## src/hw/rtl/mtc_pkg.sv

```systemverilog
package mtc_pkg;

	// Field and datapath widths.
	localparam int TICK_W      = 32;
	localparam int TEMPO_W     = 24;
	localparam int UNIT_W      = 16;
	localparam int FRAME_W     = 5;
	localparam int FRAC_W      = 16;
	localparam int COEF_W      = 48;
	localparam int TIME_W      = 64;
	localparam int DEN_W       = 21;
	localparam int NUM_W       = 41;
	localparam int MUL_CHUNK_W = 16;
	localparam int MUL_STEPS   = 3;
	localparam int PROD_W      = TICK_W + COEF_W;

	// Request codes.
	localparam logic [1:0] REQ_CLEAR  = 2'd0;
	localparam logic [1:0] REQ_APPEND = 2'd1;
	localparam logic [1:0] REQ_PASS   = 2'd2;
	localparam logic [1:0] REQ_EVENT  = 2'd3;

	// Configuration register indexes.
	localparam int CFG_IDX_W  = 2;
	localparam int CFG_DATA_W = 24;
	localparam logic [CFG_IDX_W-1:0] CFG_TICKS    = 2'd0;
	localparam logic [CFG_IDX_W-1:0] CFG_FRAMES   = 2'd1;
	localparam logic [CFG_IDX_W-1:0] CFG_FALLBACK = 2'd2;

	// Fixed values.
	localparam logic [TEMPO_W-1:0] DEFAULT_TEMPO = 24'd500000;
	localparam logic [UNIT_W-1:0]  DEFAULT_TICKS = 16'd192;
	// One second in microseconds, scaled by two to the sixteenth.
	localparam logic [NUM_W-1:0]   SMPTE_NUM     = 41'd65536000000;
	// Rate of the default tempo at the default resolution, rounded.
	localparam logic [COEF_W-1:0]  RESET_RATE    = 48'd170666667;
	localparam logic signed [TIME_W-1:0] TIME_MAX = 64'sh7FFF_FFFF_FFFF_FFFF;
	localparam logic signed [TIME_W-1:0] TIME_MIN = 64'sh8000_0000_0000_0000;

	// Divider transaction: start strobe with rounded numerator and divisor.
	typedef struct packed {
		logic             start;
		logic [NUM_W-1:0] num;
		logic [DEN_W-1:0] den;
	} div_req_t;

	// Multiplier transaction: start strobe, sign and operands.
	typedef struct packed {
		logic              start;
		logic              neg;
		logic [TICK_W-1:0] mag;
		logic [COEF_W-1:0] coef;
	} mul_req_t;

endpackage

```

## src/hw/rtl/mtc_div.sv

```systemverilog
module mtc_div (
	input  logic                        clk,
	input  logic                        arst_n,
	input  mtc_pkg::div_req_t           req,
	output logic                        done,
	output logic [mtc_pkg::COEF_W-1:0]  quot
);
	import mtc_pkg::*;

	localparam int CNT_W = $clog2(NUM_W);

	logic               active_q;
	logic               done_q;
	logic [CNT_W-1:0]   cnt_q;
	logic [NUM_W-1:0]   num_q;
	logic [NUM_W-1:0]   quo_q;
	logic [DEN_W-1:0]   den_q;
	logic [DEN_W-1:0]   rem_q;
	logic [DEN_W:0]     rem_sh;
	logic [DEN_W:0]     rem_diff;
	logic               fits;

	// Restoring division step: bring down one numerator bit and try the divisor.
	assign rem_sh   = {rem_q, num_q[NUM_W-1]};
	assign fits     = (rem_sh >= {1'b0, den_q});
	assign rem_diff = rem_sh - {1'b0, den_q};

	// Step counter and completion strobe.
	always_ff @(posedge clk or negedge arst_n) begin
		if (!arst_n) begin
			active_q <= 1'b0;
			done_q   <= 1'b0;
			cnt_q    <= '0;
		end else begin
			done_q <= 1'b0;
			if (req.start) begin
				active_q <= 1'b1;
				cnt_q    <= CNT_W'(NUM_W - 1);
			end else if (active_q) begin
				if (cnt_q == '0) begin
					active_q <= 1'b0;
					done_q   <= 1'b1;
				end else begin
					cnt_q <= cnt_q - 1'b1;
				end
			end
		end
	end

	// Operand, remainder and quotient shift registers.
	always_ff @(posedge clk) begin
		if (req.start) begin
			num_q <= req.num;
			den_q <= req.den;
			rem_q <= '0;
			quo_q <= '0;
		end else if (active_q) begin
			num_q <= {num_q[NUM_W-2:0], 1'b0};
			rem_q <= fits ? rem_diff[DEN_W-1:0] : rem_sh[DEN_W-1:0];
			quo_q <= {quo_q[NUM_W-2:0], fits};
		end
	end

	assign done = done_q;
	assign quot = {{(COEF_W - NUM_W){1'b0}}, quo_q};

endmodule

```

## config.mk

```make
export PLATFORM = sky130hd
export DESIGN_NAME = mtc_div
export DESIGN_NICKNAME = d
export VERILOG_FILES = /design/src/hw/rtl/mtc_pkg.sv /design/src/hw/rtl/mtc_div.sv
export SDC_FILE = /design/constraint.sdc
export NUM_CORES = 1
export LEC_CHECK = 0
export BUFFER_PORTS_ARGS = -buffer_cell sky130_fd_sc_hd__buf_2
export CAP_MARGIN = 25
export CORE_MARGIN = 8
export CORE_UTILIZATION = 55
export DETAILED_ROUTE_END_ITERATION = 10
export PLACE_DENSITY = 0.76
export SLEW_MARGIN = 25
export SYNTH_ARGS = -nofsm -noshare
export SYNTH_HDL_FRONTEND = slang
export SYNTH_SLANG_ARGS = --single-unit
```

## constraint.sdc

```tcl
create_clock -name clk -period 8.37 [get_ports clk]
set_input_delay 1.674 -clock clk [delete_from_list [all_inputs] [get_ports clk]]
set_output_delay 1.674 -clock clk [all_outputs]
set_load 0.03 [all_outputs]
```

==> impl_metrics.ini <==
[status]
status = complete, no violations

[synthesis]
ys_types = 51
ys.flop_type = edfxtp_1
synth_compound_area_share_pct = 7.86
async_reset_ff_share_pct = 6.06
syn_area_mm2 = 0.00624
ys_warn_count = 0
synth_mux_area_share_pct = 16.7
syn_inst = 551
synth-simple-area-share_pct = 10.2
ys_ff_latch = 132
syn_avg_cell_area_um2 = 11.3
synth_edf_count = 62
synth_xor_area_share_pct = 2.67
synth-seq-area-share_pct = 52.9
synth_adder_area_share_pct = 4.93
synth_top_family_by_area = multiplexers

[critical_path]
timing_worst_setup_path_type = in2reg
crit_required_ps = 8680
cp-startpoint = req[62]
reg2reg_from = den_q[0]
cp-start-kind = primary input
arrival_ps = 3650
cp-end-kind = flop
crit_fanout = 91

[pwr]
power_density_mw_per_mm2 = 284
p_leak_nw = 3.52
worst_ir_drop_vdd_mv = 0.192
p_total_mw = 2.09

[clocking]
clk_latency_ps = 420
clock_sinks = 132
cts_resized = 0
h-tree-depth = 4
cts_root_buf = clkbuf_16
cts_tree = yes
cts_buffers = 17
clk_path_buf_depth = 2
cts.reportedPaths.clkPinSlew_ps = 60
cts_setup_buffers = 0
cts_hold_buf = 0

[cells_and_area]
layout_common_cells = 105 x buf_2, 65 x nor2_1, 62 x edfxtp_1, 62 x dfxtp_1, 58 x mux2i_1
finish.instance_area_mm2 = 0.00736
synthToLayoutAreaGrowth_pct = 18.0
n_fill_cell = 899
num-nets-final = 743
layout-drive-gt1-share_pct = 27.0
diodes = 0
final_common_cell = buf_2

[timing]
max_freq_mhz = 299
grt_setup_unrepaired = no
period_share_pct = 39.9
hold_violations = 0
setup-tns-final_ps = 0
final_max_slew_viol_count = 0
relSlewSlack_pct = 33.9
fin_crit_ps = 3340
setup_viol_count_final = 0
fin_skew_ps = 8.53
worst_slew_pin_slew_ps = 991

[detailed_routing]
vias = 4376
wirelength_um = 12900
drc = 0
met3_length_um = 915
dr.pass1.iters = 5
m1WireLength_um = 5360
highest_layer = met4
first_iter_violations = 248
avgViaCountPerCell = 5.40
wl_per_cell_um = 15.9
met2WireLength_um = 6400
ant_nets = 0

[grt]
grt_overflow_total = 0
antenna_found_initial = 0
grt_pass1_wl_um = 20800
grt_pass1_vias = 4369
grt_usage_pct = 17.6
grt_max_degree = 92

[floorplanning]
die_area_mm2 = 0.0150
core_region_area_mm2 = 0.0112
fp.dieW_um = 123
io-pin-count = 114
die_h_um = 123
core.rowCount = 39
start_util_pct = 55.6

[place]
dp_hpwl_um = 8960
placed_cell_area_mm2 = 0.00683
gp_congestion = 0.834
port_buffers = 106

[flow_run]
maxCapViolCount = 0

[worst_hold_path]
hp-start = rem_q[2]
hold_class = reg2reg
cell type report:
cell class                      instances  area [um^2]  share of cell area [%]
Sequential cell                       132         3300                    44.9
Timing Repair Buffer                  110          563                    7.65
Inverter                               30          113                    1.53
Tap cell                              143          179                    2.43
Multi-Input combinational cell        363         2670                    36.3
Clock inverter                         11         58.8                   0.799
Clock buffer                           21          472                    6.41
cell usage after synthesis, types with 2 or more instances:
master    number  share of area [%]
xor2_1         9                1.3
nor3_1         2               0.16
nand2_1       31                1.9
nand4b_1       3               0.42
mux2i_1       58                9.3
clkbuf_1      17                1.0
and2_1         4               0.40
dfrtp_1        8                3.2
a31oi_1        2               0.20
a211oi_1      12                1.4
mux2_2        41                7.4
buf_4          8               0.96
inv_1         30                1.8
nor2b_1        4               0.40
o211ai_1       5               0.60
nand4_1        3               0.30
a211o_1        2               0.28
and3_1         3               0.30
nor2_1        65                3.9
nand3b_1       2               0.24
nor4b_1        2               0.28
dfxtp_1       62                 20
a21oi_1       23                1.8
nand3_1        7               0.56
nand2b_1       3               0.30
o21ai_0       14                1.1
a21o_1         6               0.72
buf_1          5               0.30
o31a_1         2               0.28
ha_1          23                4.6
edfxtp_1      62                 30
xnor2_1       10                1.4
or3_1          5               0.50
path summary, 6_finish.rpt:
kind                             end  slack (ps)  cells after the start
setup / recovery           rem_q[15]        5030                      6
hold / removal              rem_q[2]         480                      2
setup reg to reg            rem_q[0]        5150                     12
hold reg to reg             rem_q[2]         480                      2
max in group asynchronous   active_q        7090                      1
min in group asynchronous       done        1090                      1
state kept, by name, summed over array words and instances, names as in the netlist:
name	flops
num_q	41
quo_q	41
den_q	21
rem_q	21
cnt_q	6
active_q	1
done	1
report_power, final:
part | switching (mW) | internal [mW]
clock network | 0.261 | 0.397
registers | 0.0573 | 0.766
logic | 0.333 | 0.275
total | 0.651 | 1.44
critical path: stages:
cell	delay [ps]
buf_4	350
buf_4	850
nor2b_1	230
nand2_1	150
nor2_1	60
a311o_1	270
layer usage:
metal | vias up | track usage (%)
li1 | 2162 | -
met1 | 2098 | 20.2
met2 | 100 | 28.6
met3 | 16 | 7.45
met4 | 0 | 6.70
met5 | - | 0
logic make-up after synthesis:
kind of cell | after synthesis
AND/OR/NAND/NOR | 138
buffers and inverters | 62
other | 1
multiplexers | 99
adder cells (fa/ha/maj) | 24
AO/OA/AOI/OAI | 76
XOR/XNOR | 19
flip-flops | 132
metrics by stage:
step	hold slack (ps)	instances	utilization, %	worst slack (ps)
after CTS	477	810	65.6	5040
after detailed placement	469	778	60.9	4610
after floorplan	433	557	-	5020
after global placement	460	778	60.9	4710
final	482	810	65.6	5030
after global routing	498	810	65.6	4890
Power figures use the tool's default switching activity.
