==> src/hw/rtl/mtc_pkg.sv <==
package mtc_pkg;

	// Field and datapath widths.
	localparam int TICK_W      = 32;
	localparam int TEMPO_W     = 24;
	localparam int UNIT_W      = 16;
	localparam int FRAME_W     = 5;
	localparam int FRAC_W      = 16;
	localparam int COEF_W      = 48;
	localparam int TIME_W      = 64;
	localparam int DEN_W       = 21;
	localparam int NUM_W       = 41;
	localparam int MUL_CHUNK_W = 16;
	localparam int MUL_STEPS   = 3;
	localparam int PROD_W      = TICK_W + COEF_W;

	// Request codes.
	localparam logic [1:0] REQ_CLEAR  = 2'd0;
	localparam logic [1:0] REQ_APPEND = 2'd1;
	localparam logic [1:0] REQ_PASS   = 2'd2;
	localparam logic [1:0] REQ_EVENT  = 2'd3;

	// Configuration register indexes.
	localparam int CFG_IDX_W  = 2;
	localparam int CFG_DATA_W = 24;
	localparam logic [CFG_IDX_W-1:0] CFG_TICKS    = 2'd0;
	localparam logic [CFG_IDX_W-1:0] CFG_FRAMES   = 2'd1;
	localparam logic [CFG_IDX_W-1:0] CFG_FALLBACK = 2'd2;

	// Fixed values.
	localparam logic [TEMPO_W-1:0] DEFAULT_TEMPO = 24'd500000;
	localparam logic [UNIT_W-1:0]  DEFAULT_TICKS = 16'd192;
	// One second in microseconds, scaled by two to the sixteenth.
	localparam logic [NUM_W-1:0]   SMPTE_NUM     = 41'd65536000000;
	// Rate of the default tempo at the default resolution, rounded.
	localparam logic [COEF_W-1:0]  RESET_RATE    = 48'd170666667;
	localparam logic signed [TIME_W-1:0] TIME_MAX = 64'sh7FFF_FFFF_FFFF_FFFF;
	localparam logic signed [TIME_W-1:0] TIME_MIN = 64'sh8000_0000_0000_0000;

	// Divider transaction: start strobe with rounded numerator and divisor.
	typedef struct packed {
		logic             start;
		logic [NUM_W-1:0] num;
		logic [DEN_W-1:0] den;
	} div_req_t;

	// Multiplier transaction: start strobe, sign and operands.
	typedef struct packed {
		logic              start;
		logic              neg;
		logic [TICK_W-1:0] mag;
		logic [COEF_W-1:0] coef;
	} mul_req_t;

endpackage

==> src/hw/rtl/mtc_mul.sv <==
module mtc_mul (
	input  logic                              clk,
	input  logic                              arst_n,
	input  mtc_pkg::mul_req_t                 req,
	output logic                              done,
	output logic signed [mtc_pkg::TIME_W-1:0] result
);
	import mtc_pkg::*;

	localparam int CNT_W = $clog2(MUL_STEPS);
	localparam int PP_W  = TICK_W + MUL_CHUNK_W;

	logic                  active_q;
	logic                  done_q;
	logic [CNT_W-1:0]      cnt_q;
	logic [PROD_W-1:0]     acc_q;
	logic [COEF_W-1:0]     coef_q;
	logic [TICK_W-1:0]     mag_q;
	logic                  neg_q;
	logic [PP_W-1:0]       pp;
	logic                  over;
	logic [TIME_W-1:0]     mag_prod;

	// One 32 by 16 partial product per cycle, top coefficient chunk first.
	assign pp = mag_q * coef_q[COEF_W-1 -: MUL_CHUNK_W];

	// Step counter and completion strobe.
	always_ff @(posedge clk or negedge arst_n) begin
		if (!arst_n) begin
			active_q <= 1'b0;
			done_q   <= 1'b0;
			cnt_q    <= '0;
		end else begin
			done_q <= 1'b0;
			if (req.start) begin
				active_q <= 1'b1;
				cnt_q    <= CNT_W'(MUL_STEPS - 1);
			end else if (active_q) begin
				if (cnt_q == '0) begin
					active_q <= 1'b0;
					done_q   <= 1'b1;
				end else begin
					cnt_q <= cnt_q - 1'b1;
				end
			end
		end
	end

	// Accumulator shifts by one chunk and adds the next partial product.
	always_ff @(posedge clk) begin
		if (req.start) begin
			acc_q  <= '0;
			coef_q <= req.coef;
			mag_q  <= req.mag;
			neg_q  <= req.neg;
		end else if (active_q) begin
			acc_q  <= {acc_q[PROD_W-MUL_CHUNK_W-1:0], {MUL_CHUNK_W{1'b0}}} + PROD_W'(pp);
			coef_q <= {coef_q[COEF_W-MUL_CHUNK_W-1:0], {MUL_CHUNK_W{1'b0}}};
		end
	end

	// Saturate a magnitude above the signed range, then apply the sign.
	assign over     = |acc_q[PROD_W-1:TIME_W-1];
	assign mag_prod = acc_q[TIME_W-1:0];

	always_comb begin
		if (neg_q) begin
			result = over ? TIME_MIN : -$signed(mag_prod);
		end else begin
			result = over ? TIME_MAX : $signed(mag_prod);
		end
	end

	assign done = done_q;

endmodule

==> config.mk <==
export PLATFORM = sky130hd
export DESIGN_NAME = mtc_mul
export DESIGN_NICKNAME = d
export VERILOG_FILES = /design/src/hw/rtl/mtc_pkg.sv /design/src/hw/rtl/mtc_mul.sv
export SDC_FILE = /design/constraint.sdc
export NUM_CORES = 2
export LEC_CHECK = 0
export BUFFER_PORTS_ARGS = -buffer_cell sky130_fd_sc_hd__buf_2
export CAP_MARGIN = 20
export CORE_AREA = 2 2 333 203
export CTS_CLUSTER_DIAMETER = 100
export DETAILED_ROUTE_END_ITERATION = 8
export DIE_AREA = 0 0 335 205
export PLACE_DENSITY = 0.64
export RECOVER_POWER = 100
export REMOVE_ABC_BUFFERS = 1
export SETUP_SLACK_MARGIN = 0.05
export SYNTH_ARGS = -nofsm -noshare
export SYNTH_HDL_FRONTEND = slang
export SYNTH_SLANG_ARGS = --single-unit
==> constraint.sdc <==
create_clock -name clk -period 7 [get_ports clk]
set_input_delay 1.4 -clock clk [delete_from_list [all_inputs] [get_ports clk]]
set_output_delay 1.4 -clock clk [all_outputs]
set_load 0.01 [all_outputs]
==> impl_metrics.yaml <==
worst_hold_path:
  worstHoldPathType: "reg -> reg"
finish:
  seqCellArea_mm2: 0.004134
  syn_to_final_growth_pct: 13.59
  multiInputGateArea_mm2: 0.01938
  final_nets: 3820
  fillers: 6423
  drive_gt1_frac: 0.1165
clock_tree:
  clkSinkCount: 165
  ctsHoldBuffers: 0
  cts_buffers: 17
  root_buffer: "clkbuf_16"
  path_clk_slew_ps: 80
  clk_latency_ps: 480
  htreeDepth: 4
  cts_tree: "built"
  cts_max_path_buffers: 2
routing:
  vias: 21200
  first_pass_iters: 6
  drtIter0Drc: 2116
  final_antenna_net_count: 0
  via_per_inst: 5.269
  finalWirelength_mm: 78.75
  wire_per_inst_um: 19.58
  drc: 0
synth:
  yosys.area.top_type_share: 0.3447
  avgSynthCellArea_um2: 8.837
  synthTopCellsByCount: "573 x inv_1, 450 x fa_1, 438 x nand2_1, 236 x and2_1, 143 x clkbuf_1"
  synth-async-reset-ratio: 0.02424
  yosysSeqAreaShare: 0.1582
  yosysUniqueCellTypes: 77
  synthAdderAreaFrac: 0.4108
  synth_cells: 2957
  synth_edf_count: 81
  syn_area_mm2: 0.02613
  synth_ff_type: "edfxtp_1"
  synthMuxAreaShare: 0.02456
  yosys_warnings: 0
  synth_top_family_by_area: "adder cells"
  yosys.area.top_type: "fa_1"
  synth_compound_area_frac: 0.09141
  synth_xor_xnor_area_share: 0.03050
  yosysMostFrequentCell: "inv_1"
  ys_ff_latch: 165
  synthSimpleGateAreaFrac: 0.1788
  netlist_top_cells_area: "fa_1 34%, edfxtp_1 9.3%, inv_1 8.2%"
global_routing:
  grt_remaining_overflow: 0
  grt.total_usage: 0.2274
  grt_pass1_wl_mm: 120.1
  antenna_found_initial: 1
  grt_pass1_vias: 20530
  grt_max_degree: 76
setup_path:
  r2r-start: "mag_q[4]$_DFFE_PP_"
  cp_data_required_time_ps: 7390
  rrSetupSlack_ps: 210
  cp-startpoint: "mag_q[4]$_DFFE_PP_"
  cp.arrival_ps: 7180
  slowest_delay_ps: 610
  cp.depth: 22
  crit_end: "acc_q[60]$_SDFFE_PP0P_"
  crit_chain: "buf_4 > and2_4 > fa_1 > inv_2 > fa_1 > inv_1 > fa_1 > fa_1 > fa_1 > inv_1 > fa_1 > inv_1 > ha_4 > and4_1 > o2111ai_1 > o221a_2 > o31a_1 > o31ai_4 > a21oi_2 > a21o_4 > or4_1 > a311oi_2"
  slowest_stage: "fa_1"
  crit_type: "reg -> reg"
  reg2reg_to: "acc_q[60]$_SDFFE_PP0P_"
  startpoint_type: "flop"
  crit_family: "adder cells"
  reg2reg_depth: 22
  cp_max_fo: 7
  crit_top_cell: "fa_1"
  end_kind: "flop"
  cp_num_buf_inv: 5
sta:
  fin_setup_tns_ps: 0
  drv_slew: 227
  setup_viol: 0
  finalCritPeriodShare: 0.9703
  worstMarginPinSlew_ps: 3258
  min_period_ps: 6792
  grt_setup_unrepaired: "false"
  report.final.hold_viol_count: 0
  finalClockSkew_ps: 14.78
  fmax_mhz: 147.2
  slew_headroom: -1.172
floorplanning:
  rows: 73
  start_util: 0.3985
  fp.dieH_um: 205
  die_w_um: 335
  pin_count: 149
  core_area_mm2: 0.06558
  die_area_mm2: 0.06868
outcome:
  violations: "capacitance limit, slew limit"
  status: "complete, but fails checks"
placed_design:
  portBuffers: 148
  place_congestion: 0.9233
  hpwl_mm: 62.50
run:
  cap_violations: 4
[worst reg2reg max path, stage by stage, from the launching register on]
cell and delay (ps):
edfxtp_1 370, buf_4 190, and2_4 170, fa_1 610, inv_2 60, fa_1 470
inv_1 50, fa_1 550, fa_1 450, fa_1 540, inv_1 50, fa_1 530
inv_1 60, ha_4 270, and4_1 160, o2111ai_1 120, o221a_2 300, o31a_1 340
o31ai_4 280, a21oi_2 120, a21o_4 250, or4_1 490, a311oi_2 260
[layer usage]
| layer | GRT usage | vias to the layer above | part of all wire |
|---|---|---|---|
| li1 | - | 9599 | - |
| met1 | 0.3581 | 10630 | 0.48 |
| met2 | 0.3092 | 885 | 0.40 |
| met3 | 0.05320 | 85 | 0.10 |
| met4 | 0.05189 | 0 | 0.019 |
| met5 | 0 | - | 0 |
[registers in the layout (all words and copies together), names as in the netlist]
name      count
active_q      1
acc_q        80
coef_q       48
done          1
mag_q        32
neg_q         1
cnt_q         2
[cell families after synthesis]
kind of cell | count (synthesis)
AOI/OAI and AO/OA | 349
xor gates and xnor gates | 91
adders and majority gates | 588
buffers and inverters | 732
DFF | 165
muxes | 60
and+or+nand+nor | 972
[cells in the final DEF (no fill, tap or decap), drive strengths merged, types with 19 or more instances in the layout]
cell type / instances
and2: 237
or3: 19
clkbuf: 100
fa: 450
o211ai: 19
a21oi: 76
buf: 249
dfxtp: 80
nor3: 21
ha: 138
mux2i: 27
o21ai: 76
nor2: 135
xnor2: 42
inv: 582
nand3: 36
edfxtp: 81
xor2: 49
nand2: 438
mux2: 33
a21o: 28
[per-stage QoR]
step	setup WS (ps)	util	hold WS, ps	cells	area, um^2
after floorplan	164.9	-	418.5	2798	25520
after global placement	37.12	0.4336	439.4	3934	28430
after detailed placement	19.60	0.4338	444.9	3935	28450
after CTS	54.64	0.4434	464.8	3971	29080
after global routing	19.51	0.4526	487.0	4022	29680
final	208.0	0.4526	459.7	4023	29680
[worst min path at each step]
stage,to,slack [ps],cells after the start,start
CTS,acc_q[67]$_SDFFE_PP0P_,460,2,acc_q[67]$_SDFFE_PP0P_
global route,acc_q[69]$_SDFFE_PP0P_,490,2,acc_q[69]$_SDFFE_PP0P_
finish,acc_q[69]$_SDFFE_PP0P_,460,2,acc_q[69]$_SDFFE_PP0P_
floorplan,acc_q[75]$_SDFFE_PP0P_,420,2,acc_q[75]$_SDFFE_PP0P_
detailed placement,acc_q[67]$_SDFFE_PP0P_,440,2,acc_q[67]$_SDFFE_PP0P_
global placement,acc_q[67]$_SDFFE_PP0P_,440,2,acc_q[67]$_SDFFE_PP0P_
[area by class of cell]
class / instances / area share
flip-flops and latches: 165 / 0.1393
multi-input cells: 2060 / 0.6529
clock buffers: 18 / 0.01480
well taps: 862 / 0.03633
clock inverters: 13 / 0.004510
repair buffers: 331 / 0.07967
diodes: 1 / 0.00008430
inverters: 573 / 0.07246
[timing repair]
item / 4_1_cts / 5_1_grt
buffers inserted: 5 / 46
pin swaps: 0 / 36
resized for setup: 1 / 48
cloned: 0 / 5
endpoints found under the hold margin: 0 / 0
setup endpoints to repair: 9 / 32
Power is not shown: default switching activity piles up to over one toggle a cycle in this logic, so the estimate is an artifact.
